--- src/rtl/wat_pkg.sv ---
// Shared types, codes and helpers for the weekday alarm table.
// Used by the controller, the datapath, the top level and the checker.
package wat_pkg;

    localparam int ALARM_SLOTS_DEF = 16;

    localparam logic [2:0] MODE_TICK    = 3'd0;
    localparam logic [2:0] MODE_UPSERT  = 3'd1;
    localparam logic [2:0] MODE_DELETE  = 3'd2;
    localparam logic [2:0] MODE_CLEAR   = 3'd3;
    localparam logic [2:0] MODE_DISMISS = 3'd4;

    localparam logic [2:0] ST_OK        = 3'd0;
    localparam logic [2:0] ST_BAD_ID    = 3'd1;
    localparam logic [2:0] ST_NOT_FOUND = 3'd2;
    localparam logic [2:0] ST_FULL      = 3'd3;
    localparam logic [2:0] ST_IDLE      = 3'd4;

    typedef struct packed {
        logic [2:0]  mode;
        logic [31:0] alarm_id;
        logic [4:0]  alarm_hour;
        logic [5:0]  alarm_minute;
        logic [6:0]  day_mask;
        logic        enable;
        logic [4:0]  now_hour;
        logic [5:0]  now_minute;
        logic [5:0]  now_second;
        logic [2:0]  now_weekday;
        logic [15:0] now_day_number;
    } in_item_t;

    typedef struct packed {
        logic [2:0]  status;
        logic        fired_now;
        logic        ringing;
        logic [31:0] ringing_id;
        logic [4:0]  entry_count;
    } out_item_t;

    typedef struct packed {
        logic [31:0] key;
        logic [4:0]  hour;
        logic [5:0]  minute;
        logic [6:0]  days;
        logic        active;
        logic        fired_valid;
        logic [15:0] fired_day;
    } slot_rec_t;

    typedef struct packed {
        logic load;
        logic rd_en;
        logic commit;
    } dp_cmd_t;

    typedef struct packed {
        logic needs_scan;
        logic can_commit;
    } dp_stat_t;

    // An empty mask matches every day; otherwise the weekday must be one to seven.
    function automatic logic day_match(input logic [6:0] mask, input logic [2:0] weekday);
        logic hit;
        hit = 1'b0;
        if (mask == 7'd0)
        begin
            hit = 1'b1;
        end
        else if (weekday != 3'd0)
        begin
            hit = mask[weekday - 3'd1];
        end
        return hit;
    endfunction

endpackage

--- src/rtl/wat_ctrl.sv ---
// Sequencing state machine for the weekday alarm table.
// Depends on wat_pkg; drives the datapath through dp_cmd_t and the scan index.
module wat_ctrl #(
    parameter int ALARM_SLOTS = wat_pkg::ALARM_SLOTS_DEF,
    parameter int IDX_W = (ALARM_SLOTS > 1) ? $clog2(ALARM_SLOTS) : 1
) (
    input  logic              clk,
    input  logic              rst_n,
    input  logic              in_valid,
    output logic              in_ready,
    input  wat_pkg::dp_stat_t stat,
    output wat_pkg::dp_cmd_t  cmd,
    output logic [IDX_W-1:0]  scan_idx
);

    typedef enum logic [2:0] {
        IDLE,
        CHECK,
        SCAN,
        LAST,
        COMMIT
    } state_t;

    localparam logic [IDX_W-1:0] LAST_IDX = IDX_W'(ALARM_SLOTS - 1);

    state_t           state_reg;
    state_t           state_next;
    logic [IDX_W-1:0] idx_reg;
    logic [IDX_W-1:0] idx_next;

    always_comb
    begin
        state_next = state_reg;
        idx_next   = idx_reg;
        cmd        = '0;
        in_ready   = 1'b0;
        case (state_reg)
            IDLE:
            begin
                in_ready = 1'b1;
                if (in_valid)
                begin
                    cmd.load   = 1'b1;
                    state_next = CHECK;
                end
            end
            CHECK:
            begin
                idx_next   = '0;
                state_next = stat.needs_scan ? SCAN : COMMIT;
            end
            SCAN:
            begin
                cmd.rd_en = 1'b1;
                if (idx_reg == LAST_IDX)
                begin
                    state_next = LAST;
                end
                else
                begin
                    idx_next = idx_reg + 1'b1;
                end
            end
            LAST:
            begin
                state_next = COMMIT;
            end
            COMMIT:
            begin
                if (stat.can_commit)
                begin
                    cmd.commit = 1'b1;
                    state_next = IDLE;
                end
            end
            default:
            begin
                state_next = IDLE;
            end
        endcase
    end

    always_ff @(posedge clk or negedge rst_n)
    begin
        if (!rst_n)
        begin
            state_reg <= IDLE;
            idx_reg   <= '0;
        end
        else
        begin
            state_reg <= state_next;
            idx_reg   <= idx_next;
        end
    end

    assign scan_idx = idx_reg;

endmodule

--- src/rtl/wat_dp.sv ---
// Datapath of the weekday alarm table: slot memory, valid bits, scan compare,
// ring state and the output register. Depends on wat_pkg.
module wat_dp #(
    parameter int ALARM_SLOTS = wat_pkg::ALARM_SLOTS_DEF,
    parameter int IDX_W = (ALARM_SLOTS > 1) ? $clog2(ALARM_SLOTS) : 1
) (
    input  logic               clk,
    input  logic               rst_n,
    input  wat_pkg::dp_cmd_t   cmd,
    input  logic [IDX_W-1:0]   scan_idx,
    input  wat_pkg::in_item_t  in_data,
    input  logic               out_ready,
    output wat_pkg::dp_stat_t  stat,
    output logic               out_valid,
    output wat_pkg::out_item_t out_data
);

    localparam int CNT_W = $clog2(ALARM_SLOTS + 1);

    wat_pkg::slot_rec_t mem [ALARM_SLOTS];
    wat_pkg::slot_rec_t rd_rec_reg;
    logic [IDX_W-1:0]   rd_idx_reg;
    logic               rd_live_reg;

    wat_pkg::in_item_t  item_reg;

    logic               found_reg;
    logic [IDX_W-1:0]   found_pos_reg;
    logic               free_reg;
    logic [IDX_W-1:0]   free_pos_reg;
    logic               best_reg;
    logic [IDX_W-1:0]   best_pos_reg;
    wat_pkg::slot_rec_t best_rec_reg;

    logic [ALARM_SLOTS-1:0] valid_reg;
    logic [ALARM_SLOTS-1:0] valid_next;
    logic [CNT_W-1:0]       count_reg;
    logic [CNT_W-1:0]       count_next;
    logic                   ring_reg;
    logic                   ring_next;
    logic [31:0]            ring_key_reg;
    logic [31:0]            ring_key_next;
    logic                   out_valid_reg;
    wat_pkg::out_item_t     out_reg;

    logic                   slot_vld;
    logic                   key_hit;
    logic                   free_hit;
    logic                   cand;
    logic                   better;

    logic                   wr_en;
    logic [IDX_W-1:0]       wr_addr;
    wat_pkg::slot_rec_t     wr_rec;
    logic [2:0]             st;
    logic                   fired;
    logic [CNT_W+4:0]       cnt_wide;

    assign slot_vld = valid_reg[rd_idx_reg];
    assign key_hit  = rd_live_reg && slot_vld && (rd_rec_reg.key == item_reg.alarm_id);
    assign free_hit = rd_live_reg && !slot_vld;
    assign cand     = rd_live_reg && slot_vld && rd_rec_reg.active
                      && !(rd_rec_reg.fired_valid
                           && (rd_rec_reg.fired_day == item_reg.now_day_number))
                      && ({rd_rec_reg.hour, rd_rec_reg.minute}
                          == {item_reg.now_hour, item_reg.now_minute})
                      && wat_pkg::day_match(rd_rec_reg.days, item_reg.now_weekday);
    assign better   = cand && (!best_reg || (rd_rec_reg.key < best_rec_reg.key));

    assign stat.needs_scan = ((item_reg.mode == wat_pkg::MODE_TICK) && !ring_reg
                              && (item_reg.now_second == 6'd0))
                          || (((item_reg.mode == wat_pkg::MODE_UPSERT)
                               || (item_reg.mode == wat_pkg::MODE_DELETE))
                              && (item_reg.alarm_id != 32'd0));
    assign stat.can_commit = !out_valid_reg || out_ready;

    always_comb
    begin
        wr_en         = 1'b0;
        wr_addr       = best_pos_reg;
        wr_rec        = best_rec_reg;
        valid_next    = valid_reg;
        count_next    = count_reg;
        ring_next     = ring_reg;
        ring_key_next = ring_key_reg;
        st            = wat_pkg::ST_OK;
        fired         = 1'b0;
        case (item_reg.mode)
            wat_pkg::MODE_TICK:
            begin
                if (best_reg)
                begin
                    ring_next          = 1'b1;
                    ring_key_next      = best_rec_reg.key;
                    wr_en              = 1'b1;
                    wr_rec.fired_valid = 1'b1;
                    wr_rec.fired_day   = item_reg.now_day_number;
                    fired              = 1'b1;
                end
            end
            wat_pkg::MODE_UPSERT:
            begin
                if (item_reg.alarm_id == 32'd0)
                begin
                    st = wat_pkg::ST_BAD_ID;
                end
                else if (found_reg || free_reg)
                begin
                    wr_en              = 1'b1;
                    wr_addr            = found_reg ? found_pos_reg : free_pos_reg;
                    wr_rec.key         = item_reg.alarm_id;
                    wr_rec.hour        = item_reg.alarm_hour;
                    wr_rec.minute      = item_reg.alarm_minute;
                    wr_rec.days        = item_reg.day_mask;
                    wr_rec.active      = item_reg.enable;
                    wr_rec.fired_valid = 1'b0;
                    wr_rec.fired_day   = 16'd0;
                    valid_next[wr_addr] = 1'b1;
                    if (!found_reg)
                    begin
                        count_next = count_reg + 1'b1;
                    end
                end
                else
                begin
                    st = wat_pkg::ST_FULL;
                end
            end
            wat_pkg::MODE_DELETE:
            begin
                if (item_reg.alarm_id == 32'd0)
                begin
                    st = wat_pkg::ST_BAD_ID;
                end
                else if (found_reg)
                begin
                    valid_next[found_pos_reg] = 1'b0;
                    count_next = count_reg - 1'b1;
                end
                else
                begin
                    st = wat_pkg::ST_NOT_FOUND;
                end
            end
            wat_pkg::MODE_CLEAR:
            begin
                valid_next = '0;
                count_next = '0;
            end
            wat_pkg::MODE_DISMISS:
            begin
                if (ring_reg)
                begin
                    ring_next     = 1'b0;
                    ring_key_next = 32'd0;
                end
                else
                begin
                    st = wat_pkg::ST_IDLE;
                end
            end
            default:
            begin
                st = wat_pkg::ST_OK;
            end
        endcase
    end

    assign cnt_wide = (CNT_W + 5)'(count_next);

    always_ff @(posedge clk)
    begin
        if (cmd.commit && wr_en)
        begin
            mem[wr_addr] <= wr_rec;
        end
        if (cmd.rd_en)
        begin
            rd_rec_reg <= mem[scan_idx];
            rd_idx_reg <= scan_idx;
        end
        if (cmd.load)
        begin
            item_reg <= in_data;
        end
        if (found_reg == 1'b0 && key_hit)
        begin
            found_pos_reg <= rd_idx_reg;
        end
        if (free_reg == 1'b0 && free_hit)
        begin
            free_pos_reg <= rd_idx_reg;
        end
        if (better)
        begin
            best_pos_reg <= rd_idx_reg;
            best_rec_reg <= rd_rec_reg;
        end
        if (cmd.commit)
        begin
            out_reg.status      <= st;
            out_reg.fired_now   <= fired;
            out_reg.ringing     <= ring_next;
            out_reg.ringing_id  <= ring_key_next;
            out_reg.entry_count <= cnt_wide[4:0];
        end
    end

    always_ff @(posedge clk or negedge rst_n)
    begin
        if (!rst_n)
        begin
            rd_live_reg   <= 1'b0;
            found_reg     <= 1'b0;
            free_reg      <= 1'b0;
            best_reg      <= 1'b0;
            valid_reg     <= '0;
            count_reg     <= '0;
            ring_reg      <= 1'b0;
            ring_key_reg  <= 32'd0;
            out_valid_reg <= 1'b0;
        end
        else
        begin
            rd_live_reg <= cmd.rd_en;
            if (cmd.load)
            begin
                found_reg <= 1'b0;
                free_reg  <= 1'b0;
                best_reg  <= 1'b0;
            end
            else
            begin
                if (key_hit)
                begin
                    found_reg <= 1'b1;
                end
                if (free_hit)
                begin
                    free_reg <= 1'b1;
                end
                if (better)
                begin
                    best_reg <= 1'b1;
                end
            end
            if (cmd.commit)
            begin
                valid_reg     <= valid_next;
                count_reg     <= count_next;
                ring_reg      <= ring_next;
                ring_key_reg  <= ring_key_next;
                out_valid_reg <= 1'b1;
            end
            else if (out_ready)
            begin
                out_valid_reg <= 1'b0;
            end
        end
    end

    assign out_valid = out_valid_reg;
    assign out_data  = out_reg;

endmodule

--- src/rtl/weekday_alarm_table.sv ---
// Weekday alarm table: one result beat for every input beat, in order. Tick,
// upsert and delete beats with work to do walk every slot through a single
// memory read port, one slot per cycle; other beats go straight from the check
// to the commit state. One beat is in work at a time, and the next is taken
// while a finished result waits in the output register.
module weekday_alarm_table #(
    parameter int ALARM_SLOTS = wat_pkg::ALARM_SLOTS_DEF
) (
    input  logic               clk,
    input  logic               rst_n,
    input  logic               in_valid,
    output logic               in_ready,
    input  wat_pkg::in_item_t  in_data,
    output logic               out_valid,
    input  logic               out_ready,
    output wat_pkg::out_item_t out_data
);

    localparam int IDX_W = (ALARM_SLOTS > 1) ? $clog2(ALARM_SLOTS) : 1;

    wat_pkg::dp_cmd_t  cmd;
    wat_pkg::dp_stat_t stat;
    logic [IDX_W-1:0]  scan_idx;

    wat_ctrl #(
        .ALARM_SLOTS(ALARM_SLOTS),
        .IDX_W(IDX_W)
    ) u_ctrl (
        .clk(clk),
        .rst_n(rst_n),
        .in_valid(in_valid),
        .in_ready(in_ready),
        .stat(stat),
        .cmd(cmd),
        .scan_idx(scan_idx)
    );

    wat_dp #(
        .ALARM_SLOTS(ALARM_SLOTS),
        .IDX_W(IDX_W)
    ) u_dp (
        .clk(clk),
        .rst_n(rst_n),
        .cmd(cmd),
        .scan_idx(scan_idx),
        .in_data(in_data),
        .out_ready(out_ready),
        .stat(stat),
        .out_valid(out_valid),
        .out_data(out_data)
    );

endmodule

--- config.mk ---
export PLATFORM = sky130hd
export DESIGN_NAME = weekday_alarm_table
export DESIGN_NICKNAME = d
export VERILOG_FILES = /design/src/rtl/wat_pkg.sv /design/src/rtl/wat_ctrl.sv /design/src/rtl/wat_dp.sv /design/src/rtl/weekday_alarm_table.sv
export SDC_FILE = /design/constraint.sdc
export NUM_CORES = 2
export LEC_CHECK = 0
export BUFFER_PORTS_ARGS = -buffer_cell sky130_fd_sc_hd__buf_2
export CAP_MARGIN = 20
export CORE_ASPECT_RATIO = 1.75
export CORE_UTILIZATION = 45
export CTS_CLUSTER_DIAMETER = 30
export DETAILED_ROUTE_END_ITERATION = 10
export PLACE_DENSITY = 0.7
export SLEW_MARGIN = 20
export SYNTH_ARGS = -nofsm -noshare
export SYNTH_HDL_FRONTEND = slang
export SYNTH_SLANG_ARGS = --single-unit
--- constraint.sdc ---
create_clock -name clk -period 18.8 [get_ports clk]
set_input_delay 0.94 -clock clk [delete_from_list [all_inputs] [get_ports clk]]
set_output_delay 0.94 -clock clk [all_outputs]
set_load 0.01 [all_outputs]
Word level (Yosys, flattened, before mapping) --
Memory sizes are Yosys's and may differ from the RTL's. A register that Yosys moved wholly into a read port is not among the register bits. Index checks and enable logic that the tools add are counted.
Cells by class: $add $sub $neg 4, $mul 0, divide/modulo/power cells 0, order comparisons 7, eq/ne operators 20, shifts and indexed selects 0, muxes and demuxes 68, bitwise logic cells 5, reduce and logical (&&, ||, !) cells 43
Operators with widths (number):
- $mux 68 | 2
- $mux 16 | 4
- $mux 32 | 2
- $pmux 32 s2 | 1
- $mux 51 | 1
- $pmux 16 s3 | 1
- $pmux 17 s2 | 1
- $eq 32x32->1 | 1
- $logic_not 32->1 | 1
- $lt 32x32->1 | 1
- $reduce_bool 32->1 | 1
- $mux 1 | 26
- $mux 5 | 5
- $mux 3 | 7
- $mux 4 | 5
- $logic_and 1x1->1 | 17
- $mux 17 | 1
- $and 16x16->16 | 1
- $eq 16x16->1 | 1
- $not 16->16 | 1
- $or 16x16->16 | 1
- $lt 4x5->1 const B | 3
- $pmux 3 s5 | 1
- $pmux 5 s3 | 1
- 31 further kinds | 61
Storage, ports and cells: bits in registers 282, bits in latches 0, RAM bits 1088, memory bits (read-only) 0, bits of input ports 94, output and inout bits 44, logic and storage cells 186, memories kept 1
Memories:
- u_dp.mem | words 16, width 68, rd ports 1, clocked after Yosys merged registers in 1, write ports 1, RTL line wat_dp.sv:20 | wat_pkg::slot_rec_t mem [ALARM_SLOTS];

Longest topological paths before layout --
depth after elaboration 10, mapped depth 8, gate-level depth less buffers 7

Hierarchy --
A second synthesis with hierarchy kept.
Unflattened totals: cell total of the unflattened synthesis 2666, area, all modules 55882.3 um2
By module, submodules not included:
- wat_dp | times used 1, cells an instance 2619, area each 55453.2 um2, seq. area each 42675.9 um2
- wat_ctrl | times used 1, cells an instance 47, area each 429.2 um2, seq. area each 175.2 um2

Worst setup path before layout --
No wires, ideal clock.
kind flip-flop to flip-flop, start reg u_dp.item_reg[16] in the netlist's numbering, end reg u_dp.best_pos_reg[0] (enable), setup time 886 ps, data arrival time 12886 ps, required time 17914 ps, setup slack 5028 ps, cell stages (with the launch flop) 8, path buffers 0, period minus slack after synthesis 13772 ps, path through edfxtp_1 -> inv_1 -> ha_1 -> mux2i_1 -> mux4_2 -> o21ai_0 -> o2111ai_1 -> a2111oi_0
Between the ends: word-level cells in the longest chain between the ends 7, elaborated cells on any way between the ends 8, those cells by class 1 x add/sub; 4 x mux; 3 x reduce/logical
Ends and longest elaborated chain:
- from (decl) | RTL line wat_dp.sv:25 | wat_pkg::in_item_t item_reg;
- from (signal assigned) | RTL line wat_dp.sv:184 | item_reg <= in_data;
- $sub 3x1->3 | RTL line wat_pkg.sv:72 | hit = mask[weekday - 3'd1];
- $bmux 1 s3 | RTL line wat_pkg.sv:72
- $mux 1 (implied by the code) | RTL line wat_pkg.sv:72
- $mux 1 * | RTL line wat_pkg.sv:70 | else if (weekday != 3'd0)
- $mux 1 * | RTL line wat_pkg.sv:66 | if (mask == 7'd0)
- $logic_and 1x1->1 * | RTL line wat_dp.sv:67 | && wat_pkg::day_match(rd_rec_reg.days, item_reg.now_weekday);
- $logic_and 1x1->1 * | RTL line wat_dp.sv:68 | assign better = cand && (!best_reg || (rd_rec_reg.key < best_rec_reg.key));
- net u_dp.better | RTL line wat_dp.sv:50 | logic better;
- to (signal assigned) | RTL line wat_dp.sv:196 | best_pos_reg <= rd_idx_reg;
- to (decl) | RTL line wat_dp.sv:32 | logic [IDX_W-1:0] best_pos_reg;
The timed path passes the listed nets; every way through them passes the cells marked *. The select of a mux whose other input is x is not followed. A chain may end at the register's enable or synchronous reset.

Final worst setup path --
start reg u_dp.item_reg[87] in the netlist's numbering, end mem u_dp.mem[13][0] in the netlist's numbering (enable)
Between the ends: word-level cells in the longest chain between the ends 5, elaborated cells on any way between the ends 7, those cells by class 1 x eq/ne; 4 x mux; 2 x reduce/logical
Ends and longest elaborated chain:
- $eq 3x1->1 or $logic_not 3->1 (tied branches) | RTL line wat_dp.sv:88 | case (item_reg.mode)
- $pmux 1 s2 | RTL line wat_dp.sv:88
- $logic_and 1x1->1 | RTL line wat_dp.sv:173 | if (cmd.commit && wr_en)
- $mux 1 | RTL line wat_dp.sv:173
- $mux 1 (implied by the code) | RTL line wat_dp.sv:175 | mem[wr_addr] <= wr_rec;
- to (decl) | RTL line wat_dp.sv:20
Parallel ways exist; a longest one is shown, timed or not.

==> results.sh <==
export IMPL_via_count_of_the_first_global_routing_pass=30160
export IMPL_final_setup_skew_ns=0.0365
export IMPL_grt_start_max_net_pins=132
export IMPL_cts_buffers=153
export IMPL_flip_flop_count_of_the_largest_register_all_copies_and_words_added=1088
export IMPL_place_gp_congestion=0.890
export IMPL_setup_repair_after_global_routing_missed_its_margin="false"
export IMPL_yosys_area_top_type_share_pct=72.9
export IMPL_crit_arrival_ns=5.39
export IMPL_synthDominantAreaCellType="edfxtp_1"
export IMPL_post_synth_most_frequent_cells="edfxtp_1 (1,372), mux2i_1 (211), o21ai_0 (184)"
export IMPL_share_seq_of_total_power_pct=48.2
export IMPL_worst_ep_required_time_ns=19.17
export IMPL_portion_of_the_post_synthesis_area_used_by_sequential_elements_pct=75.8
export IMPL_postLayoutSetupSlackWorst_ns=13.79
export IMPL_first_pass_iteration_count_of_the_detailed_router=6
export IMPL_post_place_ws_ns=13.76
export IMPL_fp_dieH_um=471
export IMPL_setup_viol=0
export IMPL_area_of_the_core_mm2=0.124
export IMPL_insertion_delay_ns=0.78
export IMPL_sw_frac_of_total_pct=25.9
export IMPL_p_clk_share_pct=38.0
export IMPL_regToRegStartpoint="u_dp.item_reg[87]"
export IMPL_cts_max_level=4
export IMPL_routed_via_count=29247
export IMPL_synth_async_reset_ratio_pct=4.59
export IMPL_drt_initial_drc_count=2816
export IMPL_worstSetupPathType="flop to flop"
export IMPL_rows=171
export IMPL_synth_area_mm2=0.0565
export IMPL_slew_limit_headroom_pct=24.2
export IMPL_vias_per_cell=5.80
export IMPL_hold_violations=0
export IMPL_die_x_um=270
export IMPL_syn_instance_count=3074
export IMPL_count_of_flip_flops_with_a_built_in_enable_after_synthesis=1372
export IMPL_floorplan_initialDensity_pct=45.5
export IMPL_postSynthRegisterBits=1438
export IMPL_ys_warnings_count=0
export IMPL_synthTopCellsByArea="edfxtp_1 (73%), mux4_2 (5.5%), mux2i_1 (3.7%)"
export IMPL_placed_cells_incl_taps=4759
export IMPL_power_switching_w=0.00210
export IMPL_clockBufferDepth=3
export IMPL_intPower_w=0.00599
export IMPL_die_area_mm2=0.127
export IMPL_drc_errors=0
export IMPL_fillCellCount=9589
export IMPL_startpoint_type="flop"
export IMPL_irDropWorstVdd_v=0.000100
export IMPL_wire_length_of_the_first_global_routing_pass_mm=192
export IMPL_portBuffers=137
export IMPL_worst_slew_pin_transition_ns=1.14
export IMPL_totalNegativeSetupSlack_ns=0
export IMPL_numClockSinks=1438
export IMPL_hold_path_startpoint="in_data[22]"
export IMPL_synth_net_count=3204
export IMPL_setup_worst_path_start="u_dp.item_reg[87]"
export IMPL_grt_use_total_pct=20.4
export IMPL_syn_to_final_growth_pct=14.4
export IMPL_grt_remaining_overflow=0
export IMPL_report_final_slew_viol_count=0
export IMPL_nets=3402
export IMPL_final_period_utilization_pct=26.7
export IMPL_wl_per_cell_um=25.7
export IMPL_final_min_clock_period_ns=5.01
export IMPL_worst_hold_path_type="input pin to flop"
export IMPL_fmax_mhz=200
export IMPL_power_per_cell_area_mw_per_mm2=125
export IMPL_post_synth_top_count_cell="edfxtp_1"
export IMPL_final_cells=5044
export IMPL_place_detailed_hpwl_mm=75.4
export IMPL_pin_count=138
export IMPL_drt_antenna_violating_nets=0
export IMPL_ys_types=63
export IMPL_ys_dominant_reg_cell="edfxtp_1"
export IMPL_syn_avg_cell_area_um2=18.4
export IMPL_final_layout_size_suffix_gt1_share_pct=23.1
export IMPL_pwr_share_comb_pct=13.9
export IMPL_max_cap_violations=0
export IMPL_postLayoutCellArea_mm2=0.0647
export IMPL_clock_root_buffer="clkbuf_16"
export IMPL_path_clk_slew_ns=0.06
export IMPL_cp_end_kind="flop"
export IMPL_grt_antenna_before_repair=4
export IMPL_run_status="finished clean"
export IMPL_tritoncts="built"
export IMPL_p_leak_nw=21.1
export IMPL_drt_total_wl_mm=130
export IMPL_critical_path_max_fanout=53
export IMPL_placedInstanceArea_mm2=0.0594
-- final cells by class --
class                           instances  area [um^2]  area share, %
Antenna cell                            2         5.00        0.00774
Clock buffer                          177         4060           6.27
Clock inverter                        105         1170           1.80
Inverter                               50          191          0.296
Multi-Input combinational cell       1431        13200           20.4
Sequential cell                      1438        42900           66.3
Tap cell                             1643         2060           3.18
Timing Repair Buffer                  198         1170           1.81
-- logic make-up after synthesis --
| family | share of synthesized area (%) |
|---|---|
| buffers and inverters | 1.42 |
| AOI/OAI and AO/OA | 6.08 |
| muxes | 12.3 |
| xor gates and xnor gates | 0.945 |
| adders and majority gates | 0.797 |
| and+or+nand+nor | 2.66 |
| DFF | 75.8 |
-- layout by cell type (no fill, tap or decap), drive strengths merged, types with 5 or more instances in the layout --
| cell | netlist | layout |
|---|---|---|
| a21oi | 88 | 88 |
| xnor2 | 44 | 44 |
| mux4 | 139 | 139 |
| a221oi | 71 | 71 |
| nor4 | 24 | 24 |
| a32o | 5 | 5 |
| a22oi | 72 | 72 |
| edfxtp | 1372 | 1372 |
| clkinvlp | 0 | 12 |
| nand2 | 139 | 139 |
| xor2 | 17 | 17 |
| o21ai | 185 | 185 |
| nand4 | 23 | 23 |
| nor2 | 33 | 33 |
| o211ai | 10 | 10 |
| o2bb2ai | 6 | 6 |
| or2 | 5 | 5 |
| bufinv | 0 | 12 |
| a22o | 39 | 39 |
| mux2i | 211 | 211 |
| nand2b | 14 | 14 |
| nand3 | 14 | 14 |
| inv | 50 | 83 |
| dfrtp | 66 | 66 |
| mux2 | 153 | 153 |
| o22ai | 6 | 6 |
| nor2b | 14 | 14 |
| clkinv | 0 | 48 |
| buf | 55 | 197 |
| ha | 36 | 36 |
| clkbuf | 100 | 177 |
| nor3 | 14 | 14 |
-- worst paths after layout --
kind	endpoint	slack [ns]	cells after the start
max	u_dp.mem[13][0]	13.79	6
min	u_dp.item_reg[22]	0.35	1
max reg2reg	u_dp.mem[13][0]	13.79	6
min reg2reg	u_dp.best_rec_reg[4]	0.48	0
max in group asynchronous	u_ctrl.scan_idx[2]	17.06	3
min in group asynchronous	u_dp.ring_key_reg[28]	0.59	2
-- power groups by stage --
stage / Sequential (W) / Combinational (W) / Clock (W)
6_report: 0.00390 / 0.00112 / 0.00307
4_1_cts: 0.00390 / 0.00113 / 0.00312
3_5_place_dp: 0.00397 / 0.00113 / 0
2_1_floorplan: 0.00390 / 0.000813 / 0
3_3_place_gp: 0.00396 / 0.00112 / 0
5_1_grt: 0.00392 / 0.00121 / 0.00323
-- critical path: stages, from the launching register on --
cell       delay, ns
edfxtp_1        0.57
nor4_4          0.90
buf_4           0.69
nand4_1         0.48
o21ai_1         0.59
o2bb2ai_4       0.35
buf_4           0.89
-- through the flow --
| step | hold slack (ns) | utilization (%) | power (W) |
|---|---|---|---|
| floorplan | 0.426 | - | 0.00471 |
| global placement | 0.453 | 47.8 | 0.00508 |
| detailed placement | 0.470 | 47.8 | 0.00509 |
| CTS | 0.288 | 52.0 | 0.00816 |
| global route | 0.307 | 52.0 | 0.00836 |
| finish | 0.349 | 52.0 | 0.00810 |
-- routing by layer --
| metal | track usage [%] | share of wire, % | vias to the layer above |
|---|---|---|---|
| li1 | - | - | 12868 |
| met1 | 24.7 | 39 | 15107 |
| met2 | 35.6 | 52 | 1016 |
| met3 | 3.63 | 5.2 | 252 |
| met4 | 8.97 | 3.9 | 4 |
| met5 | 0 | 0.021 | - |
-- repair_timing --
action,in CTS,in global routing
resized for setup,0,0
endpoints found under the hold margin,8,0
endpoints found under the setup margin,0,0
setup buffers,0,0
hold buffers,1,0
(Power assumes the default switching activity.)
